## src/rtl/llrm_pkg.sv

```systemverilog
package llrm_pkg;

   // Sizing
   localparam int HEAP_CELLS     = 1024;
   localparam int REGISTER_COUNT = 10;
   localparam int HEAP_AW        = $clog2(HEAP_CELLS);
   localparam int FP_W           = $clog2(HEAP_CELLS + 1);
   localparam int REG_AW         = $clog2(REGISTER_COUNT);

   // Field widths fixed by the item format
   localparam int KIND_W   = 3;
   localparam int REG_IDX_W = 4;
   localparam int HANDLE_W = 16;
   localparam int STATUS_W = 2;

   localparam logic [HANDLE_W-1:0] CELL_BASE = 16'h8000;
   localparam logic [HANDLE_W-1:0] NIL       = 16'h0000;

   // Instruction kinds
   localparam logic [KIND_W-1:0] KIND_SWAP   = 3'd0;
   localparam logic [KIND_W-1:0] KIND_ASSIGN = 3'd1;
   localparam logic [KIND_W-1:0] KIND_CAR    = 3'd2;
   localparam logic [KIND_W-1:0] KIND_CDR    = 3'd3;
   localparam logic [KIND_W-1:0] KIND_CONS   = 3'd4;

   // Result status codes
   localparam logic [STATUS_W-1:0] STAT_OK       = 2'd0;
   localparam logic [STATUS_W-1:0] STAT_NOT_CONS = 2'd1;
   localparam logic [STATUS_W-1:0] STAT_FULL     = 2'd2;

   // Register write selection
   typedef enum logic [2:0] {
      WS_A_VB,
      WS_B_VA,
      WS_A_SYM,
      WS_A_HEAP,
      WS_B_CELL,
      WS_A_NIL
   } wsel_type;

   typedef struct packed {
      logic     ready;
      logic     load;
      logic     capture;
      logic     reg_we;
      wsel_type wsel;
      logic     car_we;
      logic     cdr_we;
      logic     heap_cons;
      logic     fp_inc;
      logic     out_load;
   } cmd_type;

   typedef struct packed {
      logic                req_valid;
      logic                out_busy;
      logic [KIND_W-1:0]   kind;
      logic [STATUS_W-1:0] status;
   } stat_type;

endpackage

```

## src/rtl/llrm_ctrl.sv

```systemverilog
module llrm_ctrl import llrm_pkg::*; (
   input  logic     clock,
   input  logic     reset,
   input  stat_type stat,
   output cmd_type  cmd
);

   typedef enum logic [4:0] {
      ST_IDLE = 5'b00001,
      ST_CAPT = 5'b00010,
      ST_OP   = 5'b00100,
      ST_WR2  = 5'b01000,
      ST_DONE = 5'b10000
   } state_type;

   state_type state_ff, state_in;

   always_comb begin
      cmd      = '0;
      cmd.wsel = WS_A_NIL;
      state_in = state_ff;
      case (state_ff)
         ST_IDLE: begin
            cmd.ready = 1'b1;
            cmd.load  = stat.req_valid;
            if (stat.req_valid) begin
               state_in = ST_CAPT;
            end
         end
         ST_CAPT: begin
            cmd.capture = 1'b1;
            state_in    = ST_OP;
         end
         ST_OP: begin
            state_in = ST_DONE;
            case (stat.kind)
               KIND_SWAP: begin
                  cmd.reg_we = 1'b1;
                  cmd.wsel   = WS_A_VB;
                  state_in   = ST_WR2;
               end
               KIND_ASSIGN: begin
                  cmd.reg_we = 1'b1;
                  cmd.wsel   = WS_A_SYM;
               end
               KIND_CAR, KIND_CDR: begin
                  if (stat.status == STAT_OK) begin
                     cmd.reg_we = 1'b1;
                     cmd.wsel   = WS_A_HEAP;
                     cmd.car_we = (stat.kind == KIND_CAR);
                     cmd.cdr_we = (stat.kind == KIND_CDR);
                  end
               end
               KIND_CONS: begin
                  if (stat.status == STAT_OK) begin
                     cmd.reg_we    = 1'b1;
                     cmd.wsel      = WS_B_CELL;
                     cmd.car_we    = 1'b1;
                     cmd.cdr_we    = 1'b1;
                     cmd.heap_cons = 1'b1;
                     cmd.fp_inc    = 1'b1;
                     state_in      = ST_WR2;
                  end
               end
               default: state_in = ST_DONE;
            endcase
         end
         ST_WR2: begin
            cmd.reg_we = 1'b1;
            cmd.wsel   = (stat.kind == KIND_SWAP) ? WS_B_VA : WS_A_NIL;
            state_in   = ST_DONE;
         end
         ST_DONE: begin
            if (!stat.out_busy) begin
               cmd.out_load = 1'b1;
               state_in     = ST_IDLE;
            end
         end
         default: state_in = ST_IDLE;
      endcase
   end

   always_ff @(posedge clock) begin
      if (reset) begin
         state_ff <= ST_IDLE;
      end else begin
         state_ff <= state_in;
      end
   end

endmodule

```

## config.mk

```make
export PLATFORM = sky130hd
export DESIGN_NAME = llrm_ctrl
export DESIGN_NICKNAME = d
export VERILOG_FILES = /design/src/rtl/llrm_pkg.sv /design/src/rtl/llrm_ctrl.sv
export SDC_FILE = /design/constraint.sdc
export NUM_CORES = 1
export LEC_CHECK = 0
export BUFFER_PORTS_ARGS = -buffer_cell sky130_fd_sc_hd__buf_2
export CAP_MARGIN = 20
export CORE_AREA = 5 5 42 44
export DETAILED_ROUTE_END_ITERATION = 12
export DIE_AREA = 0 0 47 49
export GPL_TIMING_DRIVEN = 0
export SKIP_CTS_REPAIR_TIMING = 1
export SLEW_MARGIN = 15
export SYNTH_ARGS = -nofsm -noshare
export SYNTH_HDL_FRONTEND = slang
export SYNTH_SLANG_ARGS = --single-unit
```

## constraint.sdc

```tcl
create_clock -name clock -period 1.4 [get_ports clock]
set_input_delay 0.14 -clock clock [delete_from_list [all_inputs] [get_ports clock]]
set_output_delay 0.14 -clock clock [all_outputs]
set_load 0.005 [all_outputs]
```

# Word level (Yosys, flattened, before mapping)
# Cells that the tools add are included.
# op_classes
eq_ne,11
n_mux,17
reduce_logical,4
# op_table
cell,count
$pmux 5 s5,1
$pmux 4 s4,1
$mux 5,3
$pmux 5 s2,1
$mux 8,1
$pmux 4 s2,1
$eq 3x2->1 const B,2
$mux 6,1
$eq 5x1->1 const B,1
$eq 5x2->1 const B,1
$eq 5x3->1 const B,1
$eq 5x4->1 const B,1
$eq 5x5->1 const B,1
$mux 2,2
$mux 4,1
$ne 2x2->1 const B,2
$pmux 2 s2,1
$eq 3x1->1 const B,1
$eq 3x3->1 const B,1
$logic_not 3->1,1
$mux 1,3
$mux 3,1
$logic_not 2->1,1
$reduce_and 2->1,1
$reduce_or 2->1,1
# word_totals
ff_bits,5
inputBits,9
output_inout_bits,12
word_cells,33

# Longest topological paths before layout
# depth
word_depth,4
depth_mapped,5
depth_no_buf,3

# Worst setup path before layout
# OpenSTA, ideal clock, no wires.
# synth_path
path_type,reg2out
from,reg state_ff[0]
to,out cmd[5] (netlist name)
arrival_ns,1.052
required_time_ns,1.260
setup_slack_ns,0.208
stages_incl_launch_ff,4
n_path_buf,0
path_cell_list,dfxtp_1 nor3_1 nand2_2 or3_1
# synth_lines
item,line_no,text
from (decl),llrm_ctrl.sv:16,"state_type state_ff, state_in;"
from (signal assigned),llrm_ctrl.sv:87,state_ff <= state_in;
to (decl),llrm_ctrl.sv:5,output cmd_type cmd

==> run metrics <==
CP Data Arrival Time=1390 ps; Sum Neg Setup Slack=-496 ps; Hold Crit Start=reset; FF+latch area=114 um^2; CTS Buffer Depth=2; worst-margin pin slew=355 ps; total core area=1400 um^2; relative slew slack=0.763; peak supply drop=378 uV; kind of critical path=reg -> out; GRT Total Usage=0.105; Mapped Cells=61; dominant register cell in the synthesized netlist=dfxtp_1; fin nets=100; Clk pwr share=0.356; Post-synth EDFFs=0; vias in the first global route=468; Area growth syn-to-layout=64.2%; Most flops, register=state_ff; GP Congestion=0.750; Root Buffer=clkbuf_4; R2R depth=6; pwr dens=572 nW/um^2; reg-to-reg slack, setup=100 ps; DRC viols=0; via density per instance=5.40; maxcap violations=0; status=complete, but fails checks; H-tree depth=1; Slew Viols, Final=0; synth unique cells=37; clk slew on worst S/H paths=40 ps; total leakage power=0.315 nW; Setup crit end kind=output port; Worst Slack Setup Final=-126 ps; wire per inst=13.5 um; Final Non-Filler Cells=106; Switch Pwr=0.000138 W; worst r2r src=state_ff[3]; post-route ant nets=0; sequential fraction of the synthesis area=0.206; Buf+Inv Stages, Crit Path=1; final setup vio count=6; chip height=49 um; Initial Utilization=0.346; clock skew=4.99 ps; Vias=572; Critical Path Fanout Max=6; port bufs=18; failing checks=negative setup slack; first-pass GRT wire length=1880 um; hold crit path type=in -> reg; critical path's top delay family=simple AND/OR/NAND/NOR gates; final period utilization=1.09; cts bufs inserted=3; residual overflow from global routing=0; Logic pwr share=0.288; Reg power frac=0.357; WP data required=1260 ps; Core Rows=14; Seq cells post-synth=5; fmax=655 MHz; drt first pass iters=4; Cell Int Power=0.000318 W; hpwl dp=923 um; Antenna Cells=0; Hold Vio Cnt, Final=0; RSZ-0062 raised after global routing=true; DR iter-0 viols=3; Sw Ratio=0.302; Total Die Area=2300 um^2; Die Span X=47 um; crit path cell chain=or3_4 -> nor4b_4 -> buf_2; Synth Area per Inst=7.96 um^2; largest net degree at the start of global routing=11; # fillers=141; yosys synthesis warning count=0; Tmin final=1530 ps; max reg flops=5; slowest CP cell=or3_4; share of layout cells above drive strength 1=0.600; slowest stage delay, CP=430 ps; Clock Sinks=5; Reg-to-Reg End=state_ff[3]; Worst-Skew Late Latency=240 ps; I/O Pins=21; total wire length=1430 um; ys async rst share=0; hold-critical path endpoint=state_ff[0]; CTS tree=yes; crit path launch type=register; mapped cell area=485 um^2; multi-input logic area=447 um^2; PnR Total Power=0.000456 W; Min-Delay Path Depth=3; net count after synthesis=70; initial antenna violation count=0; biggest regs=state_ff (5); dpl cells=95
==> power groups by stage <==
stage | combinational [W] | clock [W] | sequential, W
3_5_place_dp | 0.0000988 | 0 | 0.000162
3_3_place_gp | 0.0000982 | 0 | 0.000162
4_1_cts | 0.0000995 | 0.000170 | 0.000159
2_1_floorplan | 0.0000674 | 0 | 0.000159
5_1_grt | 0.000143 | 0.000180 | 0.000164
6_report | 0.000131 | 0.000162 | 0.000163
==> synthesized netlist by cell type, drive strengths merged, types with 2 or more instances <==
library cell  number  area share
o21ai              4       0.041
buf                3       0.036
and3b              2       0.036
nor3               3       0.031
nor4b              3       0.080
and3               2       0.026
a21oi              3       0.031
nor2               9       0.085
nand3b             2       0.031
or3                3       0.049
dfxtp              5        0.21
nand2              3       0.028
==> how the worst max path moves through the flow <==
| stage | start | end | slack, ps | depth (start not counted) |
|---|---|---|---|---|
| 6_report | state_ff[0] | cmd[0] | -130 | 3 |
| 5_1_grt | state_ff[0] | cmd[0] | -190 | 3 |
| 4_1_cts | state_ff[0] | cmd[5] | -270 | 4 |
| 3_5_place_dp | state_ff[0] | cmd[5] | 3 | 4 |
| 3_3_place_gp | state_ff[0] | cmd[5] | 0.7 | 4 |
| 2_1_floorplan | state_ff[0] | cmd[5] | 210 | 3 |
==> cell usage in the layout (no fill, tap or decap), types with 3 or more instances in the layout <==
cell / n
buf_4: 6
clkbuf_4: 3
nor2_1: 7
o21ai_0: 3
dfxtp_4: 3
buf_2: 19
==> kinds of logic (layout without fill, tap and decap cells) <==
group / count (synthesis) / after routing / share of synthesized area
xor+xnor: 1 / 1 / 0.0180
flops: 5 / 5 / 0.206
buf+inv: 5 / 34 / 0.0515
simple gates: 35 / 35 / 0.495
compound gates: 14 / 14 / 0.209
mux: 1 / 1 / 0.0206
==> layout make-up <==
cell class                      instances  area share
Sequential cell                         5       0.143
Inverter                                1     0.00471
Multi-Input combinational cell         51       0.560
Clock buffer                            4      0.0330
Timing Repair Buffer                   26       0.209
Tap cell                               16      0.0251
Buffer                                  3      0.0251
==> metal layers <==
metal / global-route usage / share of wire / vias to the layer above / wire, um
li1: - / - / 283 / -
met5: 0 / 0 / - / 0
met4: 0.0415 / 0 / 0 / 0
met1: 0.149 / 0.39 / 272 / 556
met3: 0.0148 / 0.069 / 0 / 99
met2: 0.154 / 0.54 / 17 / 778
==> worst min-delay path: cells and delay by family <==
kind | cells | cell delay (ps)
AOI/OAI and AO/OA | 2 | 100
buffers and inverters | 1 | 110
==> metrics by stage <==
| step | hold slack, ps | instance area [um^2] | util | setup slack, ps |
|---|---|---|---|---|
| detailed placement | 404 | 596 | 0.425 | 3.16 |
| CTS | 158 | 622 | 0.444 | -265 |
| global placement | 406 | 596 | 0.425 | 0.728 |
| finish | 144 | 797 | 0.569 | -126 |
| floorplan | 269 | 485 | - | 208 |
| global route | 158 | 797 | 0.569 | -190 |
(Power assumes the default switching activity.)
